File: src/rtl/cman_pkg.sv
// Shared types and constants for the centred moving-average normaliser.
// Holds the item structs, state enums and register indexes.
// No dependencies; every other file in rtl/ imports this package.
package cman_pkg;

    localparam int SAMPLE_BITS  = 12;
    localparam int CFG_BITS     = 12;
    localparam int LEVEL_BITS   = 16;
    localparam int FRAC_BITS    = 8;
    localparam int CFG_IDX_BITS = 4;
    localparam int WINDOW_DEF   = 16;

    function automatic int max_int(input int a, input int b);
        return (a > b) ? a : b;
    endfunction

    localparam int NRM_N_W_DEF   = $clog2(WINDOW_DEF + 1);
    localparam int NRM_SUM_W_DEF = SAMPLE_BITS + NRM_N_W_DEF;

    // configuration register indexes
    localparam logic [CFG_IDX_BITS-1:0] CFG_EXT_LOW  = CFG_IDX_BITS'(0);
    localparam logic [CFG_IDX_BITS-1:0] CFG_EXT_HIGH = CFG_IDX_BITS'(1);
    localparam logic [CFG_IDX_BITS-1:0] CFG_FLX_LOW  = CFG_IDX_BITS'(2);
    localparam logic [CFG_IDX_BITS-1:0] CFG_FLX_HIGH = CFG_IDX_BITS'(3);

    localparam logic [CFG_BITS-1:0] EXT_LOW_RST  = CFG_BITS'(0);
    localparam logic [CFG_BITS-1:0] EXT_HIGH_RST = CFG_BITS'(1);
    localparam logic [CFG_BITS-1:0] FLX_LOW_RST  = CFG_BITS'(17);
    localparam logic [CFG_BITS-1:0] FLX_HIGH_RST = CFG_BITS'(49);

    typedef struct packed {
        logic [SAMPLE_BITS-1:0] ext_mag;
        logic [SAMPLE_BITS-1:0] flx_mag;
        logic                   record_end;
    } cman_in_t;

    typedef struct packed {
        logic signed [LEVEL_BITS-1:0] ext_level;
        logic signed [LEVEL_BITS-1:0] flx_level;
        logic                         final_out;
    } cman_out_t;

    typedef enum logic [2:0] {
        ST_IDLE,
        ST_UPDATE,
        ST_CALC,
        ST_WAIT,
        ST_TRD,
        ST_TSUB
    } cman_state_t;

    typedef enum logic [2:0] {
        NRM_IDLE,
        NRM_MUL,
        NRM_PREP,
        NRM_DIV,
        NRM_FIN
    } nrm_state_t;

endpackage

File: src/rtl/centered_moving_average_norm.sv
// An accepted item is stored and summed, then both channels are normalised by a shift-add
// multiply and a one-bit-a-cycle restoring divider before the result is registered.
// A new item is taken only once the last one is through; an item with no result returns
// straight to idle, a record end adds tail results, and a stalled result port holds the
// block until it drains.
// Synchronous active-low reset clears sums, counts and configuration registers to their
// reset values; the history memory and the payload registers are not cleared.
module centered_moving_average_norm
    import cman_pkg::*;
#(
    parameter int WINDOW = WINDOW_DEF
) (
    input  logic                    aclk,
    input  logic                    aresetn,
    input  logic                    s_valid,
    output logic                    s_ready,
    input  cman_in_t                s_data,
    output logic                    m_valid,
    input  logic                    m_ready,
    output cman_out_t               m_data,
    input  logic                    cfg_valid,
    output logic                    cfg_ready,
    input  logic [CFG_IDX_BITS-1:0] cfg_index,
    input  logic [CFG_BITS-1:0]     cfg_data
);

    localparam int N_W    = $clog2(WINDOW + 1);
    localparam int ADDR_W = $clog2(WINDOW);
    localparam int SUM_W  = SAMPLE_BITS + N_W;
    localparam int MEM_W  = 2 * SAMPLE_BITS;

    localparam logic [N_W-1:0]    WIN_N     = N_W'(WINDOW);
    localparam logic [N_W-1:0]    HALF_N    = N_W'(WINDOW / 2);
    localparam logic [ADDR_W-1:0] LAST_SLOT = ADDR_W'(WINDOW - 1);
    localparam logic [ADDR_W:0]   WIN_A     = (ADDR_W + 1)'(WINDOW);
    localparam logic [ADDR_W-1:0] TAIL_LAST = ADDR_W'(WINDOW / 2 - 2);

    cman_state_t state_reg, state_next;

    cman_in_t              in_reg;
    logic [N_W-1:0]        fill_reg, n_reg;
    logic [ADDR_W-1:0]     oldest_reg, tail_reg;
    logic [SUM_W-1:0]      ext_sum_reg, flx_sum_reg;
    logic                  final_reg;
    cman_out_t             out_reg;
    logic                  m_valid_reg;
    logic [CFG_BITS-1:0]   ext_low_reg, ext_high_reg, flx_low_reg, flx_high_reg;

    logic [MEM_W-1:0]      hist_mem [WINDOW];
    logic [MEM_W-1:0]      rd_data_reg;

    logic                  full, short_end, emit_upd;
    logic [N_W-1:0]        fill_inc;
    logic [ADDR_W:0]       tail_sum;
    logic [ADDR_W-1:0]     tail_addr, rd_addr, mem_waddr;
    logic [SAMPLE_BITS-1:0] old_ext, old_flx;
    logic                  s_ready_c, mem_we, norm_start, load_out;
    logic                  ext_done, flx_done, norm_done;
    logic signed [LEVEL_BITS-1:0] ext_level, flx_level;

    always_comb begin
        full      = (fill_reg == WIN_N);
        fill_inc  = fill_reg + 1'b1;
        // record ends before the window has filled: one result only
        short_end = !full && in_reg.record_end && (fill_inc != WIN_N);
        emit_upd  = full || short_end || (fill_inc >= HALF_N);
        tail_sum  = {1'b0, oldest_reg} + {1'b0, tail_reg};
        tail_addr = (tail_sum >= WIN_A) ? ADDR_W'(tail_sum - WIN_A) : tail_sum[ADDR_W-1:0];
        old_ext   = rd_data_reg[MEM_W-1:SAMPLE_BITS];
        old_flx   = rd_data_reg[SAMPLE_BITS-1:0];
        norm_done = ext_done & flx_done;
        mem_waddr = full ? oldest_reg : fill_reg[ADDR_W-1:0];
    end

    // next state
    always_comb begin
        state_next = state_reg;
        unique case (state_reg)
            ST_IDLE:   if (s_valid) state_next = ST_UPDATE;
            ST_UPDATE: state_next = emit_upd ? ST_CALC : ST_IDLE;
            ST_CALC:   state_next = ST_WAIT;
            ST_WAIT: begin
                if (load_out) begin
                    if (final_reg) state_next = ST_IDLE;
                    else if (in_reg.record_end) state_next = ST_TRD;
                    else state_next = ST_IDLE;
                end
            end
            ST_TRD:    state_next = ST_TSUB;
            ST_TSUB:   state_next = ST_CALC;
            default:   state_next = ST_IDLE;
        endcase
    end

    // control outputs
    always_comb begin
        s_ready_c  = 1'b0;
        mem_we     = 1'b0;
        norm_start = 1'b0;
        load_out   = 1'b0;
        rd_addr    = oldest_reg;
        unique case (state_reg)
            ST_IDLE:   s_ready_c  = 1'b1;
            ST_UPDATE: mem_we     = 1'b1;
            ST_CALC:   norm_start = 1'b1;
            ST_WAIT:   load_out   = norm_done && (!m_valid_reg || m_ready);
            ST_TRD:    rd_addr    = tail_addr;
            default: ;
        endcase
    end

    always_ff @(posedge aclk) begin
        if (!aresetn) begin
            state_reg    <= ST_IDLE;
            fill_reg     <= '0;
            oldest_reg   <= '0;
            tail_reg     <= '0;
            ext_sum_reg  <= '0;
            flx_sum_reg  <= '0;
            final_reg    <= 1'b0;
            m_valid_reg  <= 1'b0;
            ext_low_reg  <= EXT_LOW_RST;
            ext_high_reg <= EXT_HIGH_RST;
            flx_low_reg  <= FLX_LOW_RST;
            flx_high_reg <= FLX_HIGH_RST;
        end else begin
            state_reg <= state_next;

            if (cfg_valid) begin
                unique case (cfg_index)
                    CFG_EXT_LOW:  ext_low_reg  <= cfg_data;
                    CFG_EXT_HIGH: ext_high_reg <= cfg_data;
                    CFG_FLX_LOW:  flx_low_reg  <= cfg_data;
                    CFG_FLX_HIGH: flx_high_reg <= cfg_data;
                    default: ;
                endcase
            end

            if (s_valid && s_ready_c) begin
                tail_reg <= '0;
            end

            if (state_reg == ST_UPDATE) begin
                if (full) begin
                    ext_sum_reg <= ext_sum_reg + SUM_W'(in_reg.ext_mag) - SUM_W'(old_ext);
                    flx_sum_reg <= flx_sum_reg + SUM_W'(in_reg.flx_mag) - SUM_W'(old_flx);
                    oldest_reg  <= (oldest_reg == LAST_SLOT) ? '0 : oldest_reg + 1'b1;
                end else begin
                    ext_sum_reg <= ext_sum_reg + SUM_W'(in_reg.ext_mag);
                    flx_sum_reg <= flx_sum_reg + SUM_W'(in_reg.flx_mag);
                    fill_reg    <= fill_inc;
                end
                final_reg <= short_end;
            end

            // tail: drop the oldest remaining sample
            if (state_reg == ST_TSUB) begin
                ext_sum_reg <= ext_sum_reg - SUM_W'(old_ext);
                flx_sum_reg <= flx_sum_reg - SUM_W'(old_flx);
                final_reg   <= (tail_reg == TAIL_LAST);
                tail_reg    <= tail_reg + 1'b1;
            end

            if (load_out && final_reg) begin
                ext_sum_reg <= '0;
                flx_sum_reg <= '0;
                fill_reg    <= '0;
                oldest_reg  <= '0;
            end

            m_valid_reg <= load_out | (m_valid_reg & ~m_ready);
        end
    end

    // payload
    always_ff @(posedge aclk) begin
        if (s_valid && s_ready_c) begin
            in_reg <= s_data;
        end
        if (state_reg == ST_UPDATE) begin
            n_reg <= full ? WIN_N : fill_inc;
        end
        if (state_reg == ST_TSUB) begin
            n_reg <= WIN_N - N_W'(tail_reg) - 1'b1;
        end
        if (load_out) begin
            out_reg.ext_level <= ext_level;
            out_reg.flx_level <= flx_level;
            out_reg.final_out <= final_reg;
        end
    end

    // sample history, both channels side by side
    always_ff @(posedge aclk) begin
        if (mem_we) begin
            hist_mem[mem_waddr] <= {in_reg.ext_mag, in_reg.flx_mag};
        end
    end

    always_ff @(posedge aclk) begin
        rd_data_reg <= hist_mem[rd_addr];
    end

    cman_norm #(
        .N_W   (N_W),
        .SUM_W (SUM_W)
    ) u_ext_norm (
        .aclk    (aclk),
        .aresetn (aresetn),
        .start   (norm_start),
        .sum     (ext_sum_reg),
        .n       (n_reg),
        .lo      (ext_low_reg),
        .hi      (ext_high_reg),
        .done    (ext_done),
        .level   (ext_level)
    );

    cman_norm #(
        .N_W   (N_W),
        .SUM_W (SUM_W)
    ) u_flx_norm (
        .aclk    (aclk),
        .aresetn (aresetn),
        .start   (norm_start),
        .sum     (flx_sum_reg),
        .n       (n_reg),
        .lo      (flx_low_reg),
        .hi      (flx_high_reg),
        .done    (flx_done),
        .level   (flx_level)
    );

    assign s_ready   = s_ready_c;
    assign m_valid   = m_valid_reg;
    assign m_data    = out_reg;
    assign cfg_ready = 1'b1;

    a_fill_bound: assert property (@(posedge aclk) disable iff (!aresetn)
        fill_reg <= WIN_N)
        else $error("fill count beyond window");

    a_record_clear: assert property (@(posedge aclk) disable iff (!aresetn)
        (load_out && final_reg) |=>
            (fill_reg == '0 && ext_sum_reg == '0 && flx_sum_reg == '0))
        else $error("record state not cleared after final item");

    a_norm_lockstep: assert property (@(posedge aclk) disable iff (!aresetn)
        ext_done == flx_done)
        else $error("channel normalisers out of step");

    a_norm_restart: assert property (@(posedge aclk) disable iff (!aresetn)
        (state_reg == ST_CALC) |=> !norm_done)
        else $error("stale normaliser result after start");

endmodule

File: src/rtl/cman_norm.sv
// Bit-serial normaliser: trunc(256*(sum - lo*n) / (n*(hi-lo))), saturated to Q8.8.
// Shift-add multiply over the bits of n, then restoring division one quotient bit a cycle.
// Depends on cman_pkg.
module cman_norm
    import cman_pkg::*;
#(
    parameter int N_W   = NRM_N_W_DEF,
    parameter int SUM_W = NRM_SUM_W_DEF
) (
    input  logic                         aclk,
    input  logic                         aresetn,
    input  logic                         start,
    input  logic [SUM_W-1:0]             sum,
    input  logic [N_W-1:0]               n,
    input  logic [CFG_BITS-1:0]          lo,
    input  logic [CFG_BITS-1:0]          hi,
    output logic                         done,
    output logic signed [LEVEL_BITS-1:0] level
);

    localparam int LON_W = CFG_BITS + N_W;
    localparam int MAG_W = max_int(SUM_W, LON_W);
    localparam int A_W   = MAG_W + FRAC_BITS;
    localparam int CNT_W = $clog2(A_W + 1);

    localparam logic [CNT_W-1:0] MUL_STEPS = CNT_W'(N_W);
    localparam logic [CNT_W-1:0] DIV_STEPS = CNT_W'(A_W);
    localparam logic [CNT_W-1:0] LAST_STEP = CNT_W'(1);
    localparam logic [LEVEL_BITS-1:0] POS_SAT = {1'b0, {(LEVEL_BITS-1){1'b1}}};
    localparam logic [LEVEL_BITS-1:0] NEG_SAT = {1'b1, {(LEVEL_BITS-1){1'b0}}};

    nrm_state_t state_reg, state_next;
    logic [CNT_W-1:0]      cnt_reg;
    logic                  done_reg;
    logic [N_W-1:0]        n_sh_reg;
    logic [LON_W-1:0]      lo_sh_reg, rng_sh_reg, acc_reg, den_reg, rem_reg;
    logic [SUM_W-1:0]      sum_reg;
    logic                  bad_reg, neg_reg, ovf_reg;
    logic [A_W-1:0]        a_reg;
    logic [LEVEL_BITS-1:0] q_reg;
    logic signed [LEVEL_BITS-1:0] level_reg;

    logic                  mul_en, prep_en, div_en, fin_en;
    logic [MAG_W:0]        diff, neg_diff;
    logic [MAG_W-1:0]      mag;
    logic [LON_W:0]        trial, den_ext, sub;
    logic                  ge;
    logic [LON_W-1:0]      rem_next;
    logic                  sat;
    logic [LEVEL_BITS-1:0] level_next;

    // next state
    always_comb begin
        state_next = state_reg;
        unique case (state_reg)
            NRM_IDLE: if (start) state_next = NRM_MUL;
            NRM_MUL:  if (cnt_reg == LAST_STEP) state_next = NRM_PREP;
            NRM_PREP: state_next = NRM_DIV;
            NRM_DIV:  if (cnt_reg == LAST_STEP) state_next = NRM_FIN;
            NRM_FIN:  state_next = NRM_IDLE;
            default:  state_next = NRM_IDLE;
        endcase
    end

    // step enables
    always_comb begin
        mul_en  = 1'b0;
        prep_en = 1'b0;
        div_en  = 1'b0;
        fin_en  = 1'b0;
        unique case (state_reg)
            NRM_MUL:  mul_en  = 1'b1;
            NRM_PREP: prep_en = 1'b1;
            NRM_DIV:  div_en  = 1'b1;
            NRM_FIN:  fin_en  = 1'b1;
            default: ;
        endcase
    end

    always_comb begin
        diff     = {1'b0, MAG_W'(sum_reg)} - {1'b0, MAG_W'(acc_reg)};
        neg_diff = ~diff + 1'b1;
        mag      = diff[MAG_W] ? neg_diff[MAG_W-1:0] : diff[MAG_W-1:0];

        trial    = {rem_reg, a_reg[A_W-1]};
        den_ext  = {1'b0, den_reg};
        ge       = (trial >= den_ext);
        sub      = trial - den_ext;
        rem_next = ge ? sub[LON_W-1:0] : trial[LON_W-1:0];

        // quotient of 2^15 or more no longer fits the positive range
        sat = ovf_reg | q_reg[LEVEL_BITS-1];
        if (bad_reg) begin
            level_next = POS_SAT;
        end else if (neg_reg) begin
            level_next = sat ? NEG_SAT : (~q_reg + 1'b1);
        end else begin
            level_next = sat ? POS_SAT : q_reg;
        end
    end

    always_ff @(posedge aclk) begin
        if (!aresetn) begin
            state_reg <= NRM_IDLE;
            cnt_reg   <= '0;
            done_reg  <= 1'b0;
        end else begin
            state_reg <= state_next;
            if (start) begin
                done_reg <= 1'b0;
                cnt_reg  <= MUL_STEPS;
            end else if (mul_en || div_en) begin
                cnt_reg <= cnt_reg - 1'b1;
            end else if (prep_en) begin
                cnt_reg <= DIV_STEPS;
            end else if (fin_en) begin
                done_reg <= 1'b1;
            end
        end
    end

    always_ff @(posedge aclk) begin
        if (start) begin
            n_sh_reg   <= n;
            lo_sh_reg  <= LON_W'(lo);
            rng_sh_reg <= LON_W'(hi - lo);
            acc_reg    <= '0;
            den_reg    <= '0;
            sum_reg    <= sum;
            bad_reg    <= (hi <= lo);
        end
        if (mul_en) begin
            if (n_sh_reg[0]) begin
                acc_reg <= acc_reg + lo_sh_reg;
                den_reg <= den_reg + rng_sh_reg;
            end
            n_sh_reg   <= n_sh_reg >> 1;
            lo_sh_reg  <= lo_sh_reg << 1;
            rng_sh_reg <= rng_sh_reg << 1;
        end
        if (prep_en) begin
            a_reg   <= {mag, {FRAC_BITS{1'b0}}};
            neg_reg <= diff[MAG_W];
            rem_reg <= '0;
            q_reg   <= '0;
            ovf_reg <= 1'b0;
        end
        if (div_en) begin
            a_reg   <= a_reg << 1;
            rem_reg <= rem_next;
            q_reg   <= {q_reg[LEVEL_BITS-2:0], ge};
            ovf_reg <= ovf_reg | q_reg[LEVEL_BITS-1];
        end
        if (fin_en) begin
            level_reg <= level_next;
        end
    end

    assign done  = done_reg;
    assign level = level_reg;

endmodule

File: config.mk
export PLATFORM = sky130hd
export DESIGN_NAME = centered_moving_average_norm
export DESIGN_NICKNAME = d
export VERILOG_FILES = /design/src/rtl/cman_pkg.sv /design/src/rtl/centered_moving_average_norm.sv /design/src/rtl/cman_norm.sv
export SDC_FILE = /design/constraint.sdc
export NUM_CORES = 2
export LEC_CHECK = 0
export BUFFER_PORTS_ARGS = -buffer_cell sky130_fd_sc_hd__buf_4
export CAP_MARGIN = 20
export CORE_MARGIN = 2
export CORE_UTILIZATION = 47
export CTS_CLUSTER_DIAMETER = 30
export DETAILED_ROUTE_END_ITERATION = 12
export SLEW_MARGIN = 25
export SYNTH_ARGS = -nofsm -noshare
export SYNTH_HDL_FRONTEND = slang
export SYNTH_HIERARCHICAL = 1
export SYNTH_SLANG_ARGS = --single-unit
File: constraint.sdc
create_clock -name aclk -period 4.9 [get_ports aclk]
set_input_delay 0.245 -clock aclk [delete_from_list [all_inputs] [get_ports aclk]]
set_output_delay 0.245 -clock aclk [all_outputs]
set_load 0.005 [all_outputs]
Word-level counts from Yosys, hierarchy flattened
Memory sizes are Yosys's and may differ from the RTL's. A register that Yosys moved wholly into a read port is not among the register bits.
Cells that the tools add are included.

storage, ports and cells
  flip-flop bits (word level) = 499
  bits in writable memories = 384
  bits of input ports = 46
  word-level logic and storage cells = 282
  memories kept = 1

memory list
  memory    depth  bits a word  read ports  clocked after memory_dff  wr ports  line                                text
  hist_mem  16     24           1           1                         1         centered_moving_average_norm.sv:49  logic [MEM_W-1:0] hist_mem [WINDOW];

cells by class
  add/sub/neg operators = 29
  $lt $le $gt $ge = 6
  eq/ne operators = 30
  multiplexer cells = 100
  bitwise operators = 16
  reduce and logical (&&, ||, !) cells = 39

operators by type and width
  cell                                                                 count
  17-bit 2-to-1 mux                                                    34
  16-bit 2-to-1 mux                                                    10
  25-bit 2-to-1 mux                                                    4
  17-bit adder                                                         4
  17-bit by 12-bit subtractor with 17-bit output                       4
  4-bit 2-to-1 mux                                                     10
  18-bit by 17-bit greater-or-equal comparator with 1-bit output       2
  17-bit by 17-bit subtractor with 18-bit output                       2
  5-bit 2-to-1 mux                                                     7
  17-bit by 1-bit adder with 17-bit output (second input constant)     2
  17-bit by 12-bit adder with 17-bit output                            2
  17-bit NOT                                                           2
  17-bit subtractor                                                    2
  3-bit 2-to-1 mux                                                     11
  16-bit by 1-bit adder with 16-bit output (second input constant)     2
  16-bit NOT                                                           2
  12-bit by 12-bit subtractor with 13-bit output                       2
  12-bit <= comparator                                                 2
  3-bit case mux with 4 select lines                                   2
  1-bit 2-to-1 mux                                                     20
  3-bit by 2-bit == test with 1-bit output (second input constant)     6
  3-bit case mux with 6 select lines                                   1
  2-bit nonzero test                                                   8
  5-bit by 1-bit subtractor with 5-bit output (second input constant)  3
  31 further kinds                                                     76

Depth between registers and ports, before layout
  word-level depth = 8
  gate-level depth with buffers = 18
  mapped depth without buffers = 18

Modules after synthesis
Netlist, hierarchy kept.

modules (own cells, without submodules)
  module                        times used  cells an instance  area an instance (µm²)  seq. area each (µm²)
  centered_moving_average_norm  1           1699               25248.0                 15905.3
  cman_norm (u_ext_norm)        1           1186               11005.6                 4584.4
  cman_norm (u_flx_norm)        1           1122               10835.4                 4584.4

Worst setup path before layout
Ideal clock, no wire load.

  path kind = register -> register
  start = register state_reg[1] (netlist name)
  end = register u_flx_norm.lo_sh_reg[10], enable pin
  library setup time = 0.377 ns
  arrival time = 3.411 ns
  required time = 4.523 ns
  path slack = 1.111 ns
  cell stages (with the launch flop) = 7
  buffers on the path = 3
  cells stage by stage = dfxtp_1 buf_2 nand2_1 nor2_1 clkbuf_1 clkbuf_1 or2_2

RTL lines
  item                    line              text
  end signal: assignment  cman_norm.sv:125  lo_sh_reg <= LON_W'(lo);
  end signal: assignment  cman_norm.sv:138  lo_sh_reg <= lo_sh_reg << 1;
  end: declaration        cman_norm.sv:36   logic [LON_W-1:0] lo_sh_reg, rng_sh_reg, acc_reg, den_reg, rem_reg;

Worst setup path in the final report
  start = register in_reg[1] (netlist name)
  end = register flx_sum_reg[13]

between the ends
  cells in the longest elaborated chain, start to end = 5

RTL lines
  item                                            line                                                                      text
  start: declaration                              centered_moving_average_norm.sv:40                                        cman_in_t in_reg;
  start signal: assignment                        centered_moving_average_norm.sv:178                                       in_reg <= s_data;
  17-bit by 12-bit adder with 17-bit output (*)   centered_moving_average_norm.sv:146, centered_moving_average_norm.sv:150
  17-bit by 12-bit subtractor with 17-bit output  centered_moving_average_norm.sv:146                                       flx_sum_reg <= flx_sum_reg + SUM_W'(in_reg.flx_mag) - SUM_W'(old_flx);
  17-bit 2-to-1 mux (*)                           centered_moving_average_norm.sv:144                                       if (full) begin
  17-bit 2-to-1 mux (*)                           centered_moving_average_norm.sv:143                                       if (state_reg == ST_UPDATE) begin
  17-bit 2-to-1 mux (*)                           centered_moving_average_norm.sv:157                                       if (state_reg == ST_TSUB) begin
  end signal: assignment                          centered_moving_average_norm.sv:146
  end signal: assignment                          centered_moving_average_norm.sv:150                                       flx_sum_reg <= flx_sum_reg + SUM_W'(in_reg.flx_mag);
  end signal: assignment                          centered_moving_average_norm.sv:159                                       flx_sum_reg <= flx_sum_reg - SUM_W'(old_flx);
  end: declaration                                centered_moving_average_norm.sv:43                                        logic [SUM_W-1:0] ext_sum_reg, flx_sum_reg;

Every way passes the cells marked *; elsewhere a longest branch is shown, timed or not. The select of a mux whose other input is x is not followed.
A chain may end at the register's enable or synchronous reset.

==> qor.txt <==
=================================================================================================================
Final setup fails ..................................................................................            0
Beginning of the worst register-to-register path ...................................................    in_reg[1]
Die Height .........................................................................................       321 um
Number of flip-flops in the largest register .......................................................          384
Cell internal power dissipation ....................................................................      21.4 mW
Sum Neg Setup Slack ................................................................................         0 ns
Layout overhead on the synthesized area ............................................................        21.0%
Mean routed wirelength per cell ....................................................................      19.1 um
Portion of netlist area occupied by mux cells ......................................................        7.85%
Fraction of final layout cells with drive strength greater than 1 ..................................        16.1%
Number of enable-type register cells in the synthesized netlist ....................................          691
Number of cells traversed by the worst register-to-register path ...................................           17
Number of nets in the synthesized netlist ..........................................................        4,315
Dominant combinational cell family by area after synthesis ......................................... compound AO/OA/AOI/OAI gates
Iteration count of the initial detailed-routing pass ...............................................            5
Unrepaired setup endpoints after global routing ....................................................        false
Share of synthesized area occupied by flip-flops and latches .......................................        53.2%
Compound-Gate Fraction of Synth Area ...............................................................        12.4%
Count of antenna-violating nets left after detailed routing ........................................            0
Outcome ............................................................................................ finished, final reports clean
Wire length of the first global-routing pass .......................................................   173,000 um
Most common library cell in the layout ignoring fill and taps ......................................     edfxtp_1
Worst Path Required ................................................................................      5.58 ns
Number of gates resized after cts ..................................................................            0
CP Max Fanout ......................................................................................           17
Most instantiated flip-flop cell in the synthesis netlist ..........................................     edfxtp_1
Synth Area in Simple Gates .........................................................................        11.8%
Leakage dissipation ................................................................................      21.5 nW
Number of violations reported at the end of detailed-routing iteration 0 ...........................        1,816
Max-slew violation count ...........................................................................            0
Startpoint class of the critical path ..............................................................    flip-flop
VDD IR-drop max ....................................................................................     0.352 mV
Final min period ...................................................................................      4.36 ns
Worst skew pair latency ............................................................................      0.78 ns
Vias/cell ..........................................................................................         5.54
Crit share post-route ..............................................................................        89.1%
Worst Hold Class ................................................................................... input pin to flip-flop
Arithmetic-cell share of the synthesized area counting full adders, half adders and majority gates .        7.23%
Filler-free cell count of the finished design ......................................................        5,710
Mean Syn Cell Area .................................................................................    11.8 um^2
Clock root buffer ..................................................................................    clkbuf_16
Delay of the slowest cell on the worst path ........................................................      0.66 ns
I/O pins ...........................................................................................           82
Xor-xnor portion of the synthesized cell area ......................................................        4.31%
Max-cap violations .................................................................................            0
Antenna violations before repair ...................................................................            4
Register-to-register setup slack ...................................................................      0.54 ns
Total instance count after detailed placement ......................................................        5,290
Die span in x ......................................................................................       321 um
Switching share of power ...........................................................................        28.8%
Routed via count ...................................................................................       31,600
Net switching power ................................................................................      8.66 mW
Fillcell total .....................................................................................        8,204
Clock share of power ...............................................................................        46.6%
Worst relative slew slack ..........................................................................        28.4%
Overall routing resource usage .....................................................................        21.4%
Async SR Flop Fraction .............................................................................           0%
Core area ..........................................................................................  99,700 um^2
Via count of the first global-routing pass .........................................................       31,100
Pwr Total ..........................................................................................      30.1 mW
Critical path cell sequence ........................................................................ ha_1, inv_1, fa_1, nor2b_1, o2111ai_1, nand3b_1, xor2_1, ha_1, and4_1, a21oi_1, a21boi_1, a31oi_1, o21ai_1, and4_1, a211oi_1, or3_1, a21oi_1
Clock transition time at the flip-flop clock pins of the worst setup and hold paths ................      0.05 ns
Estimated wirelength of the detail-placed design ...................................................    71,000 um
Pin count of the biggest net entering global routing ...............................................           97
Number of sinks driven by the clock tree ...........................................................          907
Sequential share of power ..........................................................................        30.5%
Clock tree skew after final layout .................................................................    0.0248 ns
Std-Cell Rows ......................................................................................          116
Number of nets in the layout .......................................................................        4,540
Hold Fails Final Rpt ...............................................................................            0
Clock tree from TritonCTS ..........................................................................         done
Total wire length after detailed routing ...........................................................   109,000 um
R2r endpoint ....................................................................................... flx_sum_reg[13]
Arrival time at the worst endpoint .................................................................      5.05 ns
Remaining global-route overflow ....................................................................            0
Combinational group share of total power ...........................................................        22.9%
Flip-flop and latch count after synthesis ..........................................................          907
Max Clk Rate .......................................................................................      229 MHz
Most frequent cells in the layout .................................................................. edfxtp_1, nand2_1, nor2_1
Hold Path End ...................................................................................... ext_low_reg[1]
Yosys warns ........................................................................................            6
Effective utilization at floorplan .................................................................        47.2%
Number of buffers added on ports ...................................................................           80
Combined area of all synthesized cells .............................................................  47,100 um^2
Worst-Margin Slew ..................................................................................      1.07 ns
Area enclosed by the die boundary .................................................................. 103,000 um^2
Post-CTS Setup Repair Bufs .........................................................................            0
Number of buffers on the longest clock path ........................................................            3
Distinct cells, synth ..............................................................................          106
Crit path max-delay cell type ......................................................................     edfxtp_1
Hold path cells ....................................................................................            5
Inserted Clock Buffers .............................................................................          196
Worst hold start ................................................................................... cfg_index[1]
DRC ................................................................................................            0
Critical path start-end classification ............................................................. flip-flop to flip-flop
Number of instances in the synthesized netlist .....................................................        4,007
Final RePlAce weighted congestion ..................................................................        0.843
Kind of end point of the critical path .............................................................    flip-flop
Total power per unit cell area .....................................................................  528 nW/um^2
# H-tree levels ....................................................................................            4
=================================================================================================================
## stage by stage
step | cell area (um^2) | setup WS (ns) | utilization (%) | hold WS [ns]
6_report | 57000 | 0.536 | 57.2 | 0.0699
3_3_place_gp | 49300 | 0.639 | 49.5 | 0.401
4_1_cts | 57000 | 0.560 | 57.1 | 0.0221
2_1_floorplan | 47100 | 1.11 | - | 0.344
3_5_place_dp | 49300 | 0.587 | 49.5 | 0.405
5_1_grt | 57000 | 0.176 | 57.1 | 0.0711
## kinds of logic (layout without fill, tap and decap cells)
| kind of cell | count (synthesis) | after routing |
|---|---|---|
| AOI/OAI and AO/OA | 892 | 892 |
| xor gates and xnor gates | 230 | 230 |
| adders and majority gates | 262 | 262 |
| buffers and inverters | 373 | 774 |
| DFF | 907 | 907 |
| muxes | 217 | 217 |
| other | 1 | 5 |
| and+or+nand+nor | 1125 | 1125 |
## critical path, delay by kind of cell, from the launching register on
kind            cells  cell delay (ns)
flops               1             0.66
simple gates        5             1.14
xor+xnor            1             0.20
compound gates      7             1.19
fa+ha+maj           3             1.02
buf+inv             1             0.06
## power by group through the flow
stage               combinational, mW  sequential, mW  clock (mW)
CTS                              6.90            9.19        14.3
finish                           6.88            9.19        14.0
floorplan                        5.62            9.19           0
global placement                 6.75            9.32           0
global route                     7.79            9.24        14.7
detailed placement               6.80            9.33           0
## timing repair
action,in CTS,in global routing
endpoints found under the setup margin,0,0
hold buffers,42,0
hold endpoints to repair,78,0
## layer usage
layer,up-vias,share of wire [%],wire length [um],global-route usage [%]
met5,-,0.025,27,0
met4,4,2.5,2750,7.48
met3,169,4.5,4870,3.83
met2,642,47,51400,34.7
met1,15300,46,50100,28.8
li1,15500,-,-,-
## layout make-up
type,count,area [um^2],area share [%]
Sequential cell,907,25100,44.0
Tap cell,1298,1620,2.85
Clock buffer,234,5300,9.29
Inverter,221,830,1.46
Multi-Input combinational cell,2727,20800,36.4
Antenna cell,4,10.0,0.0176
Timing Repair Buffer,179,1490,2.61
Clock inverter,140,1900,3.34
## worst max path at each step
stage	endpoint	startpoint	cells past startpoint
2_1_floorplan	u_flx_norm/lo_sh_reg[10]	state_reg[1]	6
6_report	flx_sum_reg[13]	in_reg[1]	17
4_1_cts	flx_sum_reg[13]	in_reg[1]	17
3_5_place_dp	flx_sum_reg[13]	in_reg[1]	17
5_1_grt	flx_sum_reg[13]	in_reg[1]	17
3_3_place_gp	flx_sum_reg[13]	in_reg[1]	17
## cell usage after synthesis (10+ instances only)
cell type	instances	area (um^2)
or2_2	16	100
and2_1	29	181
o211ai_1	26	195
fa_1	17	340
o31ai_1	61	458
clkbuf_1	112	420
nor2b_1	87	544
inv_1	219	822
mux4_2	120	2700
buf_1	12	45.0
o21bai_1	18	135
mux2_2	10	113
o21a_1	37	278
dfxtp_1	216	4320
a21o_1	76	571
a21boi_0	10	75.1
o21ai_1	29	145
nand2b_1	54	338
ha_1	245	3070
nor3b_1	10	75.1
a31oi_1	37	231
nor2_1	298	1120
or3_1	73	457
nand3_1	61	305
edfxtp_1	691	20700
o21ai_0	196	981
a211oi_1	45	338
buf_2	16	80.1
mux2i_1	84	841
a21oi_1	221	1110
nand2_1	294	1100
o22ai_1	16	100
nor3_1	79	395
xor2_1	77	674
nand4_1	20	125
xnor2_1	152	1330
and3_1	46	288
nand3b_1	11	82.6
Note: power is estimated with default switching activity, not from simulation.
